===== config.mk =====
export PLATFORM = sky130hd
export DESIGN_NAME = flex_tilt_gesture_detector_unit_flat
export DESIGN_NICKNAME = d
export VERILOG_FILES = /design/src/ftgd_pkg.sv /design/src/ftgd_req_if.sv /design/src/ftgd_rsp_if.sv /design/src/ftgd_core.sv /design/src/ftgd_rsp_fifo.sv /design/src/flex_tilt_gesture_detector_unit.sv /design/src/flat_wrapper.sv
export SDC_FILE = /design/constraint.sdc
export NUM_CORES = 1
export LEC_CHECK = 0
export BUFFER_PORTS_ARGS = -buffer_cell sky130_fd_sc_hd__buf_2
export CAP_MARGIN = 20
export CELL_PAD_IN_SITES_DETAIL_PLACEMENT = 0
export CELL_PAD_IN_SITES_GLOBAL_PLACEMENT = 1
export CORE_AREA = 2 2 238 240
export DETAILED_ROUTE_END_ITERATION = 10
export DIE_AREA = 0 0 240 242
export GPL_TIMING_DRIVEN = 0
export PLACE_DENSITY = 0.91
export SYNTH_ARGS = -nofsm -noshare
export SYNTH_HDL_FRONTEND = slang
export SYNTH_SLANG_ARGS = --single-unit

===== constraint.sdc =====
create_clock -name clock -period 8 [get_ports clock]
set_input_delay 1.6 -clock clock [delete_from_list [all_inputs] [get_ports clock]]
set_output_delay 1.6 -clock clock [all_outputs]
set_load 0.05 [all_outputs]

===== src/ftgd_pkg.sv =====
// ----------------------------------------------------------------------------
// ftgd_pkg
// Shared types and constants of the flex/tilt gesture detector: register
// file layout and reset values, event codes, tilt directions and the word
// that goes from the detector core into the response queue.
// ----------------------------------------------------------------------------
package ftgd_pkg;

   // Register port geometry
   localparam int CSR_INDEX_W = 3;
   localparam int CSR_DATA_W  = 16;

   // Register indexes
   typedef enum logic [CSR_INDEX_W-1:0] {
      REG_LEVEL_HIGH     = 3'd0,
      REG_LEVEL_LOW      = 3'd1,
      REG_DEBOUNCE       = 3'd2,
      REG_CLOSE_HOLD     = 3'd3,
      REG_OPEN_AFTER     = 3'd4,
      REG_REPORT_WINDOW  = 3'd5,
      REG_TILT_PERIOD    = 3'd6,
      REG_TILT_THRESHOLD = 3'd7
   } csr_index_type;

   // Register file contents
   typedef struct packed {
      logic [9:0]  level_high;
      logic [9:0]  level_low;
      logic [7:0]  debounce;
      logic [15:0] close_hold;
      logic [15:0] open_after;
      logic [15:0] report_window;
      logic [15:0] tilt_period;
      logic [14:0] tilt_threshold;
   } cfg_type;

   localparam cfg_type CFG_RESET = '{
      level_high:     10'd500,
      level_low:      10'd200,
      debounce:       8'd3,
      close_hold:     16'd150,
      open_after:     16'd300,
      report_window:  16'd2000,
      tilt_period:    16'd200,
      tilt_threshold: 15'd7000
   };

   // Event codes on the response channel
   typedef enum logic [2:0] {
      EV_OPEN  = 3'd0,
      EV_CLOSE = 3'd1,
      EV_PAIR  = 3'd2,
      EV_UP    = 3'd3,
      EV_DOWN  = 3'd4,
      EV_LEFT  = 3'd5,
      EV_RIGHT = 3'd6
   } ev_code_type;

   // Last reported tilt direction
   typedef enum logic [2:0] {
      TILT_NONE  = 3'd0,
      TILT_UP    = 3'd1,
      TILT_DOWN  = 3'd2,
      TILT_LEFT  = 3'd3,
      TILT_RIGHT = 3'd4
   } tilt_dir_type;

   // One response word
   typedef struct packed {
      ev_code_type code;
      logic        final_of_run;
   } rsp_word_type;

   // Words written into the response queue by one poll
   typedef struct packed {
      logic [1:0]   count;
      rsp_word_type word0;
      rsp_word_type word1;
   } push_type;

endpackage


===== src/ftgd_req_if.sv =====
// ----------------------------------------------------------------------------
// ftgd_req_if
// Poll channel: two flex samples, a millisecond timestamp and accelerometer
// X/Y, moved under a valid/ready handshake.
// ----------------------------------------------------------------------------
interface ftgd_req_if #(
   parameter int TIME_BITS   = 32,
   parameter int SAMPLE_BITS = 10
);
   logic                   valid;
   logic                   ready;
   logic [SAMPLE_BITS-1:0] sample_a;
   logic [SAMPLE_BITS-1:0] sample_b;
   logic [TIME_BITS-1:0]   now_ms;
   logic signed [15:0]     accel_x;
   logic signed [15:0]     accel_y;

   modport source (
      output valid, sample_a, sample_b, now_ms, accel_x, accel_y,
      input  ready
   );

   modport sink (
      input  valid, sample_a, sample_b, now_ms, accel_x, accel_y,
      output ready
   );
endinterface


===== src/ftgd_rsp_if.sv =====
// ----------------------------------------------------------------------------
// ftgd_rsp_if
// Event channel: one event code and an end-of-run mark per word, moved
// under a valid/ready handshake.
// ----------------------------------------------------------------------------
interface ftgd_rsp_if;
   logic       valid;
   logic       ready;
   logic [2:0] event_code;
   logic       final_of_run;

   modport source (
      output valid, event_code, final_of_run,
      input  ready
   );

   modport sink (
      input  valid, event_code, final_of_run,
      output ready
   );
endinterface


===== src/ftgd_core.sv =====
// ----------------------------------------------------------------------------
// ftgd_core
// Gesture and tilt state of the detector. On each step it runs one poll
// through hysteresis, debounce, gesture tracking, the report window and the
// tilt classifier, and hands zero to two event words to the response queue.
// ----------------------------------------------------------------------------
module ftgd_core #(
   parameter int TIME_BITS   = 32,
   parameter int SAMPLE_BITS = 10
) (
   input  logic                   clock,
   input  logic                   reset,
   input  ftgd_pkg::cfg_type      cfg,
   input  logic                   step,
   input  logic [SAMPLE_BITS-1:0] sample_a,
   input  logic [SAMPLE_BITS-1:0] sample_b,
   input  logic [TIME_BITS-1:0]   now_ms,
   input  logic signed [15:0]     accel_x,
   input  logic signed [15:0]     accel_y,
   output ftgd_pkg::push_type     push
);
   import ftgd_pkg::*;

   localparam int CMP_W = (SAMPLE_BITS > 10) ? SAMPLE_BITS : 10;

   // Pending flag positions and debounced patterns
   localparam int FLAG_OPEN  = 0;
   localparam int FLAG_CLOSE = 1;
   localparam int FLAG_START = 2;

   localparam logic [1:0] PATTERN_BOTH_LOW  = 2'd0;
   localparam logic [1:0] PATTERN_A_ONLY    = 2'd2;
   localparam logic [1:0] PATTERN_BOTH_HIGH = 2'd3;

   // State registers
   logic                 level_a_ff, level_a_in;
   logic                 level_b_ff, level_b_in;
   logic                 stable_a_ff, stable_a_in;
   logic                 stable_b_ff, stable_b_in;
   logic [7:0]           count_a_ff, count_a_in;
   logic [7:0]           count_b_ff, count_b_in;
   logic [1:0]           pattern_ff, pattern_in;
   logic                 holding_low_ff, holding_low_in;
   logic [TIME_BITS-1:0] low_start_ff, low_start_in;
   logic [TIME_BITS-1:0] close_seen_ff, close_seen_in;
   logic                 close_latched_ff, close_latched_in;
   logic                 open_latched_ff, open_latched_in;
   logic [TIME_BITS-1:0] window_start_ff, window_start_in;
   logic [2:0]           pending_ff, pending_in;
   logic [TIME_BITS-1:0] tilt_last_ms_ff, tilt_last_ms_in;
   tilt_dir_type         last_tilt_ff, last_tilt_in;

   // Poll datapath
   logic [CMP_W-1:0]     samp_a_x, samp_b_x, thr_high, thr_low;
   logic [7:0]           inc_a, inc_b;
   logic [TIME_BITS-1:0] open_el, win_el, tilt_el;
   logic [TIME_BITS-1:0] hold_start, low_el;
   logic                 hold_latched;
   logic [2:0]           pend;
   logic signed [16:0]   ax_w, ay_w, th_pos, th_neg;
   tilt_dir_type         tilt_dir;
   ev_code_type          tilt_code, gest_code;
   logic                 gest_valid, tilt_valid;

   // Widen samples and thresholds to a common compare width
   assign samp_a_x = CMP_W'(sample_a);
   assign samp_b_x = CMP_W'(sample_b);
   assign thr_high = CMP_W'(cfg.level_high);
   assign thr_low  = CMP_W'(cfg.level_low);

   assign inc_a = count_a_ff + 8'd1;
   assign inc_b = count_b_ff + 8'd1;

   // Elapsed times against stored marks, modulo the timestamp width
   assign open_el = now_ms - close_seen_ff;
   assign win_el  = now_ms - window_start_ff;
   assign tilt_el = now_ms - tilt_last_ms_ff;

   // Signed tilt compares
   assign ax_w   = {accel_x[15], accel_x};
   assign ay_w   = {accel_y[15], accel_y};
   assign th_pos = {2'b00, cfg.tilt_threshold};
   assign th_neg = -th_pos;

   // Classify tilt by priority
   always_comb begin
      tilt_dir  = TILT_NONE;
      tilt_code = EV_UP;
      priority if (ay_w > th_pos) begin
         tilt_dir  = TILT_UP;
         tilt_code = EV_UP;
      end else if (ay_w < th_neg) begin
         tilt_dir  = TILT_DOWN;
         tilt_code = EV_DOWN;
      end else if (ax_w > th_pos) begin
         tilt_dir  = TILT_LEFT;
         tilt_code = EV_LEFT;
      end else if (ax_w < th_neg) begin
         tilt_dir  = TILT_RIGHT;
         tilt_code = EV_RIGHT;
      end else begin
         tilt_dir  = TILT_NONE;
         tilt_code = EV_UP;
      end
   end

   // Run one poll; hold all state when there is no step
   always_comb begin
      level_a_in       = level_a_ff;
      level_b_in       = level_b_ff;
      stable_a_in      = stable_a_ff;
      stable_b_in      = stable_b_ff;
      count_a_in       = count_a_ff;
      count_b_in       = count_b_ff;
      pattern_in       = pattern_ff;
      holding_low_in   = holding_low_ff;
      low_start_in     = low_start_ff;
      close_seen_in    = close_seen_ff;
      close_latched_in = close_latched_ff;
      open_latched_in  = open_latched_ff;
      window_start_in  = window_start_ff;
      pending_in       = pending_ff;
      tilt_last_ms_in  = tilt_last_ms_ff;
      last_tilt_in     = last_tilt_ff;
      pend             = pending_ff;
      hold_start       = low_start_ff;
      hold_latched     = close_latched_ff;
      low_el           = '0;
      gest_valid       = 1'b0;
      gest_code        = EV_OPEN;
      tilt_valid       = 1'b0;

      if (step) begin
         // Hysteresis: the high test wins
         if (samp_a_x > thr_high) begin
            level_a_in = 1'b1;
         end else if (samp_a_x < thr_low) begin
            level_a_in = 1'b0;
         end
         if (samp_b_x > thr_high) begin
            level_b_in = 1'b1;
         end else if (samp_b_x < thr_low) begin
            level_b_in = 1'b0;
         end

         // Debounce channel A
         if (level_a_in != stable_a_ff) begin
            if (inc_a >= cfg.debounce) begin
               stable_a_in = level_a_in;
               count_a_in  = 8'd0;
            end else begin
               count_a_in = inc_a;
            end
         end else begin
            count_a_in = 8'd0;
         end

         // Debounce channel B
         if (level_b_in != stable_b_ff) begin
            if (inc_b >= cfg.debounce) begin
               stable_b_in = level_b_in;
               count_b_in  = 8'd0;
            end else begin
               count_b_in = inc_b;
            end
         end else begin
            count_b_in = 8'd0;
         end

         pattern_in = {stable_a_in, stable_b_in};

         // Start edge
         if (pattern_in == PATTERN_A_ONLY && pattern_ff != PATTERN_A_ONLY) begin
            pend[FLAG_START] = 1'b1;
         end

         // Close: both low held long enough
         if (pattern_in == PATTERN_BOTH_LOW) begin
            hold_start       = holding_low_ff ? low_start_ff : now_ms;
            hold_latched     = holding_low_ff ? close_latched_ff : 1'b0;
            low_el           = now_ms - hold_start;
            holding_low_in   = 1'b1;
            low_start_in     = hold_start;
            close_latched_in = hold_latched;
            if (!hold_latched && low_el >= TIME_BITS'(cfg.close_hold)) begin
               pend[FLAG_CLOSE] = 1'b1;
               close_latched_in = 1'b1;
               close_seen_in    = now_ms;
            end
         end else begin
            holding_low_in   = 1'b0;
            close_latched_in = 1'b0;
         end

         // Open: both high soon after a close
         if (pattern_in == PATTERN_BOTH_HIGH) begin
            if (!open_latched_ff) begin
               if (open_el < TIME_BITS'(cfg.open_after)) begin
                  pend[FLAG_OPEN] = 1'b1;
               end
               open_latched_in = 1'b1;
            end
         end else begin
            open_latched_in = 1'b0;
         end

         // Report window: emit the top pending gesture and restart
         if (win_el >= TIME_BITS'(cfg.report_window)) begin
            priority if (pend[FLAG_OPEN]) begin
               gest_valid = 1'b1;
               gest_code  = EV_OPEN;
            end else if (pend[FLAG_CLOSE]) begin
               gest_valid = 1'b1;
               gest_code  = EV_CLOSE;
            end else if (pend[FLAG_START]) begin
               gest_valid = 1'b1;
               gest_code  = EV_PAIR;
            end else begin
               gest_valid = 1'b0;
               gest_code  = EV_OPEN;
            end
            window_start_in = now_ms;
            pending_in      = 3'd0;
         end else begin
            pending_in = pend;
         end

         // Tilt period: report only a change to a real direction
         if (tilt_el >= TIME_BITS'(cfg.tilt_period)) begin
            tilt_last_ms_in = now_ms;
            if (tilt_dir != TILT_NONE && tilt_dir != last_tilt_ff) begin
               tilt_valid   = 1'b1;
               last_tilt_in = tilt_dir;
            end else if (tilt_dir == TILT_NONE) begin
               last_tilt_in = TILT_NONE;
            end
         end
      end
   end

   // Pack the words of this poll, gesture first
   always_comb begin
      push.count              = {gest_valid & tilt_valid, gest_valid ^ tilt_valid};
      push.word0.code         = gest_valid ? gest_code : tilt_code;
      push.word0.final_of_run = ~(gest_valid & tilt_valid);
      push.word1.code         = tilt_code;
      push.word1.final_of_run = 1'b1;
   end

   // State registers
   always_ff @(posedge clock) begin
      if (reset) begin
         level_a_ff       <= 1'b1;
         level_b_ff       <= 1'b1;
         stable_a_ff      <= 1'b1;
         stable_b_ff      <= 1'b1;
         count_a_ff       <= 8'd0;
         count_b_ff       <= 8'd0;
         pattern_ff       <= PATTERN_BOTH_HIGH;
         holding_low_ff   <= 1'b0;
         low_start_ff     <= '0;
         close_seen_ff    <= '0;
         close_latched_ff <= 1'b0;
         open_latched_ff  <= 1'b0;
         window_start_ff  <= '0;
         pending_ff       <= 3'd0;
         tilt_last_ms_ff  <= '0;
         last_tilt_ff     <= TILT_NONE;
      end else begin
         level_a_ff       <= level_a_in;
         level_b_ff       <= level_b_in;
         stable_a_ff      <= stable_a_in;
         stable_b_ff      <= stable_b_in;
         count_a_ff       <= count_a_in;
         count_b_ff       <= count_b_in;
         pattern_ff       <= pattern_in;
         holding_low_ff   <= holding_low_in;
         low_start_ff     <= low_start_in;
         close_seen_ff    <= close_seen_in;
         close_latched_ff <= close_latched_in;
         open_latched_ff  <= open_latched_in;
         window_start_ff  <= window_start_in;
         pending_ff       <= pending_in;
         tilt_last_ms_ff  <= tilt_last_ms_in;
         last_tilt_ff     <= last_tilt_in;
      end
   end

endmodule


===== src/ftgd_rsp_fifo.sv =====
// ----------------------------------------------------------------------------
// ftgd_rsp_fifo
// Four-word response queue. Takes up to two words per cycle from the core,
// gives one word per cycle on the response channel while it is ready, and
// flags room for a full poll (two words).
// ----------------------------------------------------------------------------
module ftgd_rsp_fifo (
   input  logic               clock,
   input  logic               reset,
   input  ftgd_pkg::push_type push,
   output logic               room,
   ftgd_rsp_if.source         rsp_ch
);
   import ftgd_pkg::*;

   localparam int DEPTH = 4;
   localparam int PTR_W = $clog2(DEPTH);
   localparam int CNT_W = $clog2(DEPTH + 1);

   rsp_word_type     mem_ff [DEPTH];
   logic [PTR_W-1:0] rd_ptr_ff, rd_ptr_in;
   logic [PTR_W-1:0] wr_ptr_ff, wr_ptr_in;
   logic [PTR_W-1:0] wr_ptr_p1;
   logic [CNT_W-1:0] count_ff, count_in;
   logic             pop;
   rsp_word_type     head;

   // Drive the response channel from the head word
   assign head                = mem_ff[rd_ptr_ff];
   assign rsp_ch.valid        = (count_ff != '0);
   assign rsp_ch.event_code   = head.code;
   assign rsp_ch.final_of_run = head.final_of_run;
   assign pop                 = rsp_ch.valid & rsp_ch.ready;

   // Room for the largest poll
   assign room = (count_ff <= CNT_W'(DEPTH - 2));

   // Advance pointers and fill level
   assign wr_ptr_p1 = wr_ptr_ff + PTR_W'(1);
   assign wr_ptr_in = wr_ptr_ff + PTR_W'(push.count);
   assign rd_ptr_in = rd_ptr_ff + PTR_W'(pop);
   assign count_in  = count_ff + CNT_W'(push.count) - CNT_W'(pop);

   always_ff @(posedge clock) begin
      if (reset) begin
         rd_ptr_ff <= '0;
         wr_ptr_ff <= '0;
         count_ff  <= '0;
      end else begin
         rd_ptr_ff <= rd_ptr_in;
         wr_ptr_ff <= wr_ptr_in;
         count_ff  <= count_in;
      end
   end

   // Write the words of one poll
   always_ff @(posedge clock) begin
      if (push.count != 2'd0) begin
         mem_ff[wr_ptr_ff] <= push.word0;
      end
      if (push.count == 2'd2) begin
         mem_ff[wr_ptr_p1] <= push.word1;
      end
   end

   // Never push without room for the whole poll
   a_push_room: assert property (@(posedge clock) disable iff (reset)
      (push.count != 2'd0) |-> (count_ff <= CNT_W'(DEPTH - 2)))
      else $error("response queue pushed without room");

   // Fill level stays within the queue
   a_count_bound: assert property (@(posedge clock) disable iff (reset)
      count_ff <= CNT_W'(DEPTH))
      else $error("response queue fill level out of range");

   // Only the last word of a poll carries the end mark
   a_final_pair: assert property (@(posedge clock) disable iff (reset)
      (push.count == 2'd2) |-> (!push.word0.final_of_run && push.word1.final_of_run))
      else $error("end mark misplaced in a two-word poll");

   a_final_single: assert property (@(posedge clock) disable iff (reset)
      (push.count == 2'd1) |-> push.word0.final_of_run)
      else $error("end mark missing in a one-word poll");

   // A poll makes at most two words
   a_push_count: assert property (@(posedge clock) disable iff (reset)
      push.count != 2'd3)
      else $error("poll produced more than two words");

endmodule


===== src/flex_tilt_gesture_detector_unit.sv =====
// ----------------------------------------------------------------------------
// flex_tilt_gesture_detector_unit
// Flex sensor gesture and accelerometer tilt detector, top level.
// ----------------------------------------------------------------------------
// A poll word is taken into an input register, and once the queue has room
// for two words the detector core runs it through hysteresis, debounce,
// gesture tracking, the report window and the tilt classifier, writing zero,
// one or two event words into a four-word response queue. A new poll is
// taken every cycle while the queue has room for two words; the event words
// leave one per cycle while the response channel is ready, so polls that
// each make two events are held back by the single response port. Events
// pass the input register and the response queue. There is no clearing
// pass after reset. Registers may be written on any cycle the block is
// idle; a write takes effect on the next poll.
// ----------------------------------------------------------------------------
module flex_tilt_gesture_detector_unit #(
   parameter int TIME_BITS   = 32,
   parameter int SAMPLE_BITS = 10
) (
   input  logic                              clock,
   input  logic                              reset,
   ftgd_req_if.sink                          req_ch,
   ftgd_rsp_if.source                        rsp_ch,
   input  logic                              csr_we,
   input  logic [ftgd_pkg::CSR_INDEX_W-1:0]  csr_index,
   input  logic [ftgd_pkg::CSR_DATA_W-1:0]   csr_wdata
);
   import ftgd_pkg::*;

   cfg_type                cfg_ff, cfg_in;
   logic                   in_valid_ff, in_valid_in;
   logic [SAMPLE_BITS-1:0] sample_a_ff, sample_b_ff;
   logic [TIME_BITS-1:0]   now_ms_ff;
   logic signed [15:0]     accel_x_ff, accel_y_ff;
   logic                   room;
   logic                   step;
   logic                   req_take;
   push_type               push;

   // Run the held word when the queue can take a full poll
   assign step          = in_valid_ff & room;
   assign req_ch.ready  = ~in_valid_ff | step;
   assign req_take      = req_ch.valid & req_ch.ready;
   assign in_valid_in   = req_take | (in_valid_ff & ~step);

   // Register file writes
   always_comb begin
      cfg_in = cfg_ff;
      if (csr_we) begin
         unique case (csr_index_type'(csr_index))
            REG_LEVEL_HIGH:     cfg_in.level_high     = csr_wdata[9:0];
            REG_LEVEL_LOW:      cfg_in.level_low      = csr_wdata[9:0];
            REG_DEBOUNCE:       cfg_in.debounce       = csr_wdata[7:0];
            REG_CLOSE_HOLD:     cfg_in.close_hold     = csr_wdata;
            REG_OPEN_AFTER:     cfg_in.open_after     = csr_wdata;
            REG_REPORT_WINDOW:  cfg_in.report_window  = csr_wdata;
            REG_TILT_PERIOD:    cfg_in.tilt_period    = csr_wdata;
            REG_TILT_THRESHOLD: cfg_in.tilt_threshold = csr_wdata[14:0];
         endcase
      end
   end

   // Control and register file
   always_ff @(posedge clock) begin
      if (reset) begin
         cfg_ff      <= CFG_RESET;
         in_valid_ff <= 1'b0;
      end else begin
         cfg_ff      <= cfg_in;
         in_valid_ff <= in_valid_in;
      end
   end

   // Hold the accepted poll word
   always_ff @(posedge clock) begin
      if (req_take) begin
         sample_a_ff <= req_ch.sample_a;
         sample_b_ff <= req_ch.sample_b;
         now_ms_ff   <= req_ch.now_ms;
         accel_x_ff  <= req_ch.accel_x;
         accel_y_ff  <= req_ch.accel_y;
      end
   end

   ftgd_core #(
      .TIME_BITS   (TIME_BITS),
      .SAMPLE_BITS (SAMPLE_BITS)
   ) u_core (
      .clock    (clock),
      .reset    (reset),
      .cfg      (cfg_ff),
      .step     (step),
      .sample_a (sample_a_ff),
      .sample_b (sample_b_ff),
      .now_ms   (now_ms_ff),
      .accel_x  (accel_x_ff),
      .accel_y  (accel_y_ff),
      .push     (push)
   );

   ftgd_rsp_fifo u_rsp_fifo (
      .clock  (clock),
      .reset  (reset),
      .push   (push),
      .room   (room),
      .rsp_ch (rsp_ch)
   );

endmodule

===== src/flat_wrapper.sv =====
// flat-port wrapper written by rule: the top's interface ports become plain ports
module flex_tilt_gesture_detector_unit_flat import ftgd_pkg::*;
#(
   parameter int TIME_BITS   = 32,
   parameter int SAMPLE_BITS = 10
)
  (clock, reset, csr_we, csr_index, csr_wdata, req_ch_valid, req_ch_sample_a, req_ch_sample_b, req_ch_now_ms, req_ch_accel_x, req_ch_accel_y, req_ch_ready, rsp_ch_valid, rsp_ch_event_code, rsp_ch_final_of_run, rsp_ch_ready);
  ftgd_req_if #(.TIME_BITS(TIME_BITS), .SAMPLE_BITS(SAMPLE_BITS)) req_ch_i ();
  ftgd_rsp_if rsp_ch_i ();
  input  logic clock;
  input  logic reset;
  input  logic csr_we;
  input  logic [ftgd_pkg::CSR_INDEX_W-1:0] csr_index;
  input  logic [ftgd_pkg::CSR_DATA_W-1:0] csr_wdata;
  input wire logic [$bits(req_ch_i.valid)-1:0] req_ch_valid;
  input wire logic [$bits(req_ch_i.sample_a)-1:0] req_ch_sample_a;
  input wire logic [$bits(req_ch_i.sample_b)-1:0] req_ch_sample_b;
  input wire logic [$bits(req_ch_i.now_ms)-1:0] req_ch_now_ms;
  input wire logic [$bits(req_ch_i.accel_x)-1:0] req_ch_accel_x;
  input wire logic [$bits(req_ch_i.accel_y)-1:0] req_ch_accel_y;
  output wire logic [$bits(req_ch_i.ready)-1:0] req_ch_ready;
  output wire logic [$bits(rsp_ch_i.valid)-1:0] rsp_ch_valid;
  output wire logic [$bits(rsp_ch_i.event_code)-1:0] rsp_ch_event_code;
  output wire logic [$bits(rsp_ch_i.final_of_run)-1:0] rsp_ch_final_of_run;
  input wire logic [$bits(rsp_ch_i.ready)-1:0] rsp_ch_ready;
  assign req_ch_i.valid = req_ch_valid;
  assign req_ch_i.sample_a = req_ch_sample_a;
  assign req_ch_i.sample_b = req_ch_sample_b;
  assign req_ch_i.now_ms = req_ch_now_ms;
  assign req_ch_i.accel_x = req_ch_accel_x;
  assign req_ch_i.accel_y = req_ch_accel_y;
  assign req_ch_ready = req_ch_i.ready;
  assign rsp_ch_valid = rsp_ch_i.valid;
  assign rsp_ch_event_code = rsp_ch_i.event_code;
  assign rsp_ch_final_of_run = rsp_ch_i.final_of_run;
  assign rsp_ch_i.ready = rsp_ch_ready;
  flex_tilt_gesture_detector_unit #(.TIME_BITS(TIME_BITS), .SAMPLE_BITS(SAMPLE_BITS)) u_core (.clock(clock), .reset(reset), .req_ch(req_ch_i), .rsp_ch(rsp_ch_i), .csr_we(csr_we), .csr_index(csr_index), .csr_wdata(csr_wdata));
endmodule

; ---- Word-level counts from Yosys, hierarchy flattened
; Memory sizes are Yosys's and may differ from the RTL's. A register that Yosys moved wholly into a read port is not among the register bits.
; Index checks and enable logic that the tools add are counted.
[totals]
regBits = 358
mem_bits_rw = 16
in_bits = 108
output_inout_bits = 6
wordCells = 171
memories = 1
[op_classes]
n_addsub = 12
n_lt_le_gt_ge = 15
eq_ne = 14
mux = 61
bitwise_logic = 11
reduce_logical = 24
[mem_list]
columns = name, depth, width, read_ports, rd_clocked_by_memory_dff, wr, line
row1 = u_core.u_rsp_fifo.mem_ff, 4, 4, 1, 1, 2, ftgd_rsp_fifo.sv:20  ; rsp_word_type mem_ff [DEPTH];
[op_table]
columns = op, n
row1 = 32-bit subtractor, 4
row2 = 32-bit by 16-bit greater-or-equal comparator with 1-bit output, 3
row3 = 1-bit 2-to-1 mux, 38
row4 = 3-bit 2-to-1 mux, 12
row5 = 16-bit by 17-bit < comparator with 1-bit output, 2
row6 = 16-bit greater-than comparator, 2
row7 = 32-bit by 16-bit < comparator with 1-bit output, 1
row8 = 32-bit 2-to-1 mux, 1
row9 = 8-bit 2-to-1 mux, 4
row10 = 2-bit AND reduction, 11
row11 = 10-bit greater-than comparator, 2
row12 = 10-bit < comparator, 2
row13 = 15-bit negator with 17-bit output, 1
row14 = "8-bit by 1-bit adder with 8-bit output, second input constant", 2
row15 = 8-bit greater-or-equal comparator, 2
row16 = "3-bit equality test, second input constant", 4
row17 = 2-bit 2-to-1 mux, 6
row18 = "2-bit equality test, second input constant", 3
row19 = "3-bit by 2-bit equality test with 1-bit output, second input constant", 2
row20 = 3-bit zero test, 2
row21 = 3-bit AND reduction, 2
row22 = 3-bit nonzero test, 2
row23 = 1-bit bitwise AND, 5
row24 = 2-bit nonzero test, 2
row25 = 16 further kinds, 22

; ---- Logic depth before layout (Yosys ltp)
; Gate-level depths: netlist of run 1.
[depth]
depth_word = 20
mapped_depth = 32
mapped_depth_nobuf = 31

; ---- Modules after synthesis
; From an unflattened synthesis of run 1, not the netlist that was laid out.
[unflattened]
hier_cells = 3029
area_unflattened_um2 = 26830.7
[modules_own_cells]
columns = mod, n_inst, cells_per_inst, area_each_um2, seq_area_each_um2
row1 = ftgd_core, 1, 2464, 18800.5, 3143.0
row2 = flex_tilt_gesture_detector_unit, 1, 481, 6772.7, 4684.5
row3 = ftgd_rsp_fifo, 1, 84, 1257.5, 620.6

; ---- Least setup slack after synthesis of run 1
; No wires, ideal clock.
[synth_timing]
path_type = register to register
start = register u_core.u_core.holding_low_ff
end = register u_core.u_rsp_fifo.count_ff[2]
setup_time_ps = 128
arrival_time_ps = 6281
t_required_ps = 7872
path_slack_ps = 1591
stages_incl_launch_ff = 30
cell_sequence = dfxtp_1 clkbuf_1 clkbuf_1 mux2i_1 ha_1 clkbuf_1 and4_1 o211a_1 a41oi_1 nand2_1 a31oi_1 xnor2_1 ha_1 a21oi_1 nand2_1 a221o_1 nor4_1 nand3_1 a2111oi_0 nand4_1 a41oi_1 a31oi_1 ha_1 inv_1 ha_1 inv_1 ha_1 fa_1 xnor2_1 nor2_1
[synth_between]
elab_chain_len = 14
word_cells_on_any_way = 17
classes_between = add/sub: 3 / order compare: 1 / mux: 9 / bitwise: 2 / reduce/logical: 2
[synth_lines]
columns = element, line
row1 = start: declaration, ftgd_core.sv:43  ; logic holding_low_ff, holding_low_in;
row2 = start signal: assignment, ftgd_core.sv:277  ; holding_low_ff <= holding_low_in;
row3 = 32-bit 2-to-1 mux, ftgd_core.sv:179  ; hold_start = holding_low_ff ? low_start_ff : now_ms;
row4 = 32-bit subtractor, ftgd_core.sv:181  ; low_el = now_ms - hold_start;
row5 = 32-bit by 16-bit greater-or-equal comparator with 1-bit output, ftgd_core.sv:185  ; if (!hold_latched && low_el >= TIME_BITS'(cfg.close_hold)) begin
row6 = 1-bit logical AND (*), ftgd_core.sv:185
row7 = 1-bit 2-to-1 mux (*), ftgd_core.sv:185
row8 = 1-bit 2-to-1 mux (*), ftgd_core.sv:178  ; if (pattern_in == PATTERN_BOTH_LOW) begin
row9 = 1-bit 2-to-1 mux (*), ftgd_core.sv:133  ; if (step) begin
row10 = 1-bit 2-to-1 mux (*), ftgd_core.sv:212  ; end else if (pend[FLAG_CLOSE]) begin
row11 = 1-bit 2-to-1 mux (*), ftgd_core.sv:209  ; priority if (pend[FLAG_OPEN]) begin
row12 = 1-bit 2-to-1 mux (*), ftgd_core.sv:208  ; if (win_el >= TIME_BITS'(cfg.report_window)) begin
row13 = 1-bit 2-to-1 mux (*), ftgd_core.sv:133
row14 = 1-bit bitwise XOR / 1-bit bitwise AND (equally long branches), ftgd_core.sv:243  ; push.count = {gest_valid & tilt_valid, gest_valid ^ tilt_valid};
row15 = 3-bit by 2-bit adder with 3-bit output (*), ftgd_rsp_fifo.sv:42  ; assign count_in = count_ff + CNT_W'(push.count) - CNT_W'(pop);
row16 = 3-bit by 1-bit subtractor with 3-bit output (*), ftgd_rsp_fifo.sv:42
row17 = end signal: assignment, ftgd_rsp_fifo.sv:52  ; count_ff <= count_in;
row18 = end: declaration, ftgd_rsp_fifo.sv:24  ; logic [CNT_W-1:0] count_ff, count_in;
; Every way passes the cells marked *; elsewhere a longest branch is shown, timed or not. The select of a mux whose other input is x is not followed.
; A chain may end at the register's enable or synchronous reset.

; ---- Worst setup path in the final report of run 1
; Same ends and word-level chain as after synthesis.

==> metrics, run 1 <==
status complete, no violations; die width 240 um; reg2reg path depth 29; Final Util 0.531; Slew @ Worst Pin 1.13 ns; Final Hold Vio Count 0; DR pass1 iterations 5; Area growth, synth to finish 11.9%; drt total wl 79900 um; Post-synth EDFFs 96; Reg-to-Reg End u_core.u_rsp_fifo.count_ff[2]; CTS tree yes; main combinational cell family by area after synthesis compound AO/OA/AOI/OAI gates; CTS Buf Count 44; IO Pins 114; clock transition at the registers of the reported paths 0.06 ns; worst skew pair latency 0.60 ns; total of max-cap violations 0; sequential share of the synthesized area 0.318; Largest stage delay, worst path 0.54 ns; htree depth 2; post-route minimum period 7.59 ns; Nets 3803; Die ar. 0.0581 mm2; Commonest cells post-synth a21oi_1, nand2_1, ha_1; area of the mapped netlist 0.0264 mm2; Max Fanout on Critical Path 10; Leak Pwr 11.9 nW; dpl cells 4080; CTS root buf clkbuf_16; simple-gate portion of the synthesized area 0.177; Finished Layout Cells 4168; Yosys warning total 0; Hold/Removal Path Class flop to flop; drt initial violations 2043; Port Buffers 102; critical path startpoint category flop; sequential cell area 0.00841 mm2; routability cong. 0.936; Layout Skew 0.0145 ns; relative slew slack 0.244; drt drc 0; R2R setup slack 0.41 ns; Cell variety after synth 83; worst hold start u_core.cfg_ff[24]; count leader, synth a21oi_1; Hold Path Cell Cnt 2; worst endpoint required time 8.44 ns; xor and xnor area share after synthesis 0.0334; ratio of cells with drive above 1 in the final layout 0.0736; Rows 87; flop and latch count out of synthesis 372; post-synth top area share 0.209; Overflow after GRT 0; cell family with most CP delay compound AO/OA/AOI/OAI gates; Overall Global Routing Usage 0.269; Worst Hold End u_core.cfg_ff[24]; post-synthesis compound-gate area fraction 0.223; VDD IR-drop max 0.162 mV; Worst Path Class, Setup flop to flop; CP dominant cell by count ha_1; Worst Setup SP u_core.u_core.holding_low_ff; Yosys top cell by area dfxtp_1; Mapped Cells 3219; initial antenna violation count 2; Avg Synthesized Cell Area 8.22 um2; antenna viol nets, final 0; number of global-route vias before repair 22600; global-route wire length before repair 124000 um; syn nets 3647; CP Buf/Inv Count 5; Max Fclk 132 MHz; mux share of post-synthesis cell area 0.0350; reg2reg start u_core.u_core.holding_low_ff; pin count of the biggest net entering global routing 67; CP Capture Type flop; Setup-failing EPs final 0; area of the multi-input gates 0.0165 mm2; DR WL/cell 19.2 um; core area 0.0557 mm2; CTS max path bufs 3; die span in y 242 um; Vias 24300; Post-Synth Adder-Cell Area 0.153; Vias/cell 5.84; filler instances 5377; Clock Sinks 372; max-slew violation count 0; most common flop cell mapped by yosys dfxtp_1; period utilization 0.948; DP HPWL 61500 um; RSZ-0062 raised after global routing false; P per Cell Area 216 mW/mm2; Hold Slack 0.454 ns; largest cells by area after synthesis dfxtp_1, ha_1, edfxtp_1, a21oi_1, nand2_1; CP arrival 8.03 ns; Post-synth ARST share 0; hold_buf cts 0; CP max stage cell a2111oi_0; Initial Util 0.474
-- stage by stage --
step | power, mW | area, um2 | setup WS, ns | setup TNS (ns)
after floorplan | 3.64 | 26400 | 1.59 | 0
after global placement | 4.16 | 27900 | -0.408 | -1.78
after detailed placement | 4.19 | 28000 | -0.375 | -1.31
after CTS | 6.37 | 29500 | 0.0131 | 0
after global routing | 6.72 | 29600 | 0.0765 | 0
final | 6.38 | 29600 | 0.415 | 0
-- cell families (layout without fill, tap and decap cells) --
kind of cell,after synthesis,in the layout
AO/OA/AOI/OAI,942,942
XOR/XNOR,100,100
adder cells (fa/ha/maj),320,320
buffers and inverters,409,601
flip-flops,372,372
multiplexers,87,87
other,0,1
AND/OR/NAND/NOR,989,989
-- power by group --
| part | internal [mW] | switching [mW] |
|---|---|---|
| combinational | 0.775 | 1.23 |
| clock | 1.30 | 0.887 |
| sequential | 2.06 | 0.129 |
-- flip-flops by register name (all words and copies together), names as in the netlist, 3 cells and up --
| name | count |
|---|---|
| u_core.cfg_ff | 107 |
| u_core.now_ms_ff | 32 |
| u_core.u_core.close_seen_ff | 32 |
| u_core.u_core.low_start_ff | 32 |
| u_core.u_core.tilt_last_ms_ff | 32 |
| u_core.u_core.window_start_ff | 32 |
| u_core.accel_x_ff | 16 |
| u_core.accel_y_ff | 16 |
| u_core.u_rsp_fifo.mem_ff | 16 |
| u_core.sample_a_ff | 10 |
| u_core.sample_b_ff | 10 |
| u_core.u_core.count_a_ff | 8 |
| u_core.u_core.count_b_ff | 8 |
| u_core.u_core.last_tilt_ff | 3 |
| u_core.u_core.pending_ff | 3 |
| u_core.u_rsp_fifo.count_ff | 3 |
-- worst register-to-register path, delay by kind of cell (launching register included) --
family	cells	cell delay, ns
compound gates	8	2.51
xor+xnor	2	0.35
fa+ha+maj	6	1.77
buf+inv	5	1.01
flops	1	0.34
mux	1	0.37
simple gates	7	1.10
-- repair_timing --
item / in CTS / in global routing
pin swaps: 0 / 1
gates resized for setup: 4 / 3
setup buffers: 0 / 5
endpoints found under the hold margin: 0 / 0
gates cloned: 0 / 0
setup endpoints to repair: 13 / 26
-- final cells by class --
type | instances | area share
well taps | 756 | 0.0320
inverters | 268 | 0.0340
clock buffers | 54 | 0.0416
clock inverters | 28 | 0.0116
diodes | 1 | 0.0000846
flip-flops and latches | 372 | 0.284
repair buffers | 111 | 0.0201
plain buffers | 140 | 0.0198
multi-input cells | 2438 | 0.557
-- layout by cell type (no fill, tap or decap), drive strengths merged, types with 13 or more instances in the layout --
master  synthesis  routed
nand4          41      41
o21a           29      29
o21bai         20      20
clkbuf        125     179
dfxtp         276     276
and3           23      23
o31ai          15      15
or3            17      17
nand2b         35      35
a211oi         68      68
o21ai         178     178
clkinv          0      13
mux2i          80      80
nand3          65      65
o221ai         13      13
a31oi          24      24
buf            16     126
xor2           37      37
nor2          287     287
nor3           42      42
nor4           15      15
a21o           47      47
xnor2          63      63
a211o          37      37
a21oi         372     372
nand3b         49      49
inv           268     271
edfxtp         96      96
ha            315     315
nand2         322     322
nor2b          29      29
o211ai         20      20
-- layer usage --
metal  track usage  up-vias  routed length, um
met4        0.0888        0               2720
met2         0.446      743              36700
li1              -    11900                  -
met3        0.0382      160               5260
met5             0        -                  0
met1         0.360    11500              35200
-- how the worst max path moves through the flow --
stage	endpoint	slack [ns]	cells past startpoint
global placement	u_core.u_rsp_fifo.count_ff[2]	-0.41	29
finish	u_core.u_rsp_fifo.count_ff[2]	0.41	29
detailed placement	u_core.u_rsp_fifo.count_ff[1]	-0.38	28
floorplan	u_core.u_rsp_fifo.count_ff[2]	1.59	29
global route	u_core.u_rsp_fifo.count_ff[2]	0.08	30
CTS	u_core.u_rsp_fifo.count_ff[2]	0.01	28
(Power assumes the default switching activity.)
==> inputs of run 2 (changes only) <==
- BUFFER_PORTS_ARGS: -buffer_cell sky130_fd_sc_hd__buf_2 -> unset
- CORE_AREA: 2 2 238 240 -> 2 2 233 235
- DIE_AREA: 0 0 240 242 -> 0 0 235 237
- DONT_BUFFER_PORTS: unset -> 1
- PLACE_DENSITY: 0.91 -> 0.92
==> run 2 against run 1 <==
  * Routed wire length increased by 4.0%
  * Sequential cell count unchanged
  * Die area decreased by 4.1%
  * Design area decreased by 2.7%
  * Utilization increased by 0.93 points
  * Clock-buffer cell count decreased by 7
  * Fmax increased by 0.64%
  * First-iteration DRC count increased by 0.15%
  * Global-route usage increased by 2.2 points
  * Worst hold slack improved by 0.0016 ns
  * Critical endpoint unchanged
==> metrics, run 2 (synthesized netlist as in run 1, its figures left out) <==
DP HPWL 64300 um (+4.4%); CP Capture Type flop; P per Cell Area 212 mW/mm2 (-1.9%); Hold Path Cell Cnt 2 (unchanged); max-slew violation count 0 (unchanged); Hold/Removal Path Class flop to flop; htree depth 2 (unchanged); Max Fclk 133 MHz (+0.64%); reg2reg path depth 29 (unchanged); ratio of cells with drive above 1 in the final layout 0.0430 (-0.0306); RSZ-0062 raised after global routing false; Overflow after GRT 0 (unchanged); R2R setup slack 0.46 ns (+0.05 ns); Vias/cell 6.09 (+4.3%); reg2reg start u_core.u_core.holding_low_ff; drt total wl 83100 um (+4.0%); global-route wire length before repair 130000 um (+4.5%); Max Fanout on Critical Path 10 (unchanged); DR WL/cell 20.8 um (+8.4%); Port Buffers 0 (-100%); clock transition at the registers of the reported paths 0.06 ns (about the same); Final Hold Vio Count 0 (unchanged); antenna viol nets, final 0 (unchanged); Initial Util 0.496 (+0.0218); Area growth, synth to finish 8.83%; Leak Pwr 11.4 nW (-4.5%); most frequent cells in the layout a21oi_1, nand2_1, ha_1; n_diodes 0 (-1); Worst Hold End u_core.cfg_ff[23]; post-layout instance area 0.0288 mm2 (-2.7%); CTS root buf clkbuf_16; number of global-route vias before repair 23500 (+3.8%); Largest stage delay, worst path 0.54 ns (about the same); Overall Global Routing Usage 0.291 (+0.0217); IO Pins 114 (unchanged); Slew @ Worst Pin 1.26 ns (+0.122 ns); CP dominant cell by count ha_1; die width 235 um (-2.1%); total of max-cap violations 0 (unchanged); Setup-failing EPs final 0 (unchanged); period utilization 0.942 (-0.00601); CP max stage cell a41oi_1; Die ar. 0.0557 mm2 (-4.1%); initial antenna violation count 0 (-2); filler instances 4969 (-7.6%); max reg flops 107 (unchanged); most common cell after layout, fill and taps aside a21oi_1; CTS tree yes; hold_buf cts 0 (unchanged); core area 0.0533 mm2 (-4.4%); drt initial violations 2046 (+0.15%); status complete, no violations; drt drc 0 (unchanged); Rows 85 (-2.3%); pin count of the biggest net entering global routing 71 (+6.0%); VDD IR-drop max 0.185 mV (+15%); worst skew pair latency 0.62 ns (+0.02 ns); DR pass1 iterations 6 (+1); CTS Buf Count 42 (-4.5%); routability cong. 0.928 (-0.89%); Vias 24300 (+0.041%); Layout Skew 0.0378 ns (+0.0233 ns); critical path startpoint category flop; worst endpoint required time 8.46 ns (+0.02 ns); post-route minimum period 7.54 ns (-0.0481 ns); dpl cell area 0.0274 mm2 (-2.1%); worst hold start u_core.cfg_ff[23]; Nets 3697 (-2.8%); Placement Setup Slack -0.526 ns (-0.151 ns); CTS max path bufs 3 (unchanged); CP arrival 8.00 ns (-0.03 ns); die span in y 237 um (-2.1%); relative slew slack 0.163 (-0.0815); Top reg by flops u_core.cfg_ff; Clock Sinks 372 (unchanged); PnR worst setup slack 0.463 ns (+0.0481 ns); Reg-to-Reg End u_core.u_rsp_fifo.count_ff[2]; Worst Path Class, Setup flop to flop
## run 2: changes by cell type in the layout (fill, tap and decap cells not counted), sizes merged
cell      delta
diode        -1
clkbuf       -7
buf        -104
bufinv       -6
clkinvlp     +6
clkinv       +1
## run 2: critical path: cells and delay by family (launching register included)
kind                     cells  cell delay, ns
AO/OA/AOI/OAI                8            2.46
adder cells (fa/ha/maj)      6            1.83
AND/OR/NAND/NOR              7            1.04
buffers and inverters        5            1.01
multiplexers                 1            0.37
XOR/XNOR                     2            0.34
flip-flops                   1            0.33
## run 2: routing by layer
metal  track usage  wire length (um)  up-vias
li1              -                 -    11700
met1         0.387             36300    11700
met2         0.495             39100      821
met3        0.0356              5410      137
met4        0.0875              2280        0
met5             0                 0        -
## run 2: final cells by class
cell class / instances / area [um2] / share of cell area
inverters: 268 / 1010 / 0.0350
well taps: 696 / 871 / 0.0303
clock inverters: 29 / 235 / 0.00817
multi-input cells: 2438 / 16500 / 0.572
plain buffers: 141 / 589 / 0.0205
repair buffers: 6 / 75.1 / 0.00261
clock buffers: 47 / 1120 / 0.0390
flip-flops and latches: 372 / 8410 / 0.292
## run 2: metrics by stage
stage / TNS [ns] / hold slack [ns] / power (mW) / instances / util
finish: 0 / 0.456 / 6.09 / 3997 / 0.540
global route: 0 / 0.467 / 6.42 / 3997 / 0.540
CTS: 0 / 0.454 / 6.07 / 3993 / 0.539
detailed placement: -2.83 / 0.442 / 4.17 / 3917 / 0.514
global placement: -2.09 / 0.438 / 4.12 / 3915 / 0.513
floorplan: 0 / 0.425 / 3.64 / 3219 / -
## run 2: where the power goes
part / internal [mW] / switching, mW / total [mW]
clock network: 1.03 / 0.883 / 1.91
registers: 2.06 / 0.132 / 2.19
logic: 0.753 / 1.23 / 1.99
total: 3.84 / 2.25 / 6.09
## run 2: timing repair
item | 4_1_cts | 5_1_grt
pin swaps | 1 | 1
endpoints found under the setup margin | 16 | 7
buffers inserted | 0 | 3
gates resized for setup | 5 | 4
## run 2: how the worst max path moves through the flow
| stage | startpoint | endpoint | slack (ns) | cells past startpoint |
|---|---|---|---|---|
| 6_report | u_core.u_core.holding_low_ff | u_core.u_rsp_fifo.count_ff[2] | 0.46 | 29 |
| 5_1_grt | u_core.u_core.holding_low_ff | u_core.u_rsp_fifo.count_ff[2] | 0.01 | 30 |
| 4_1_cts | u_core.u_core.holding_low_ff | u_core.u_rsp_fifo.count_ff[2] | 0.17 | 28 |
| 3_5_place_dp | u_core.u_core.holding_low_ff | u_core.u_rsp_fifo.count_ff[2] | -0.53 | 28 |
| 3_3_place_gp | u_core.u_core.holding_low_ff | u_core.u_rsp_fifo.count_ff[2] | -0.45 | 29 |
| 2_1_floorplan | u_core.u_core.holding_low_ff | u_core.u_rsp_fifo.count_ff[2] | 1.59 | 29 |
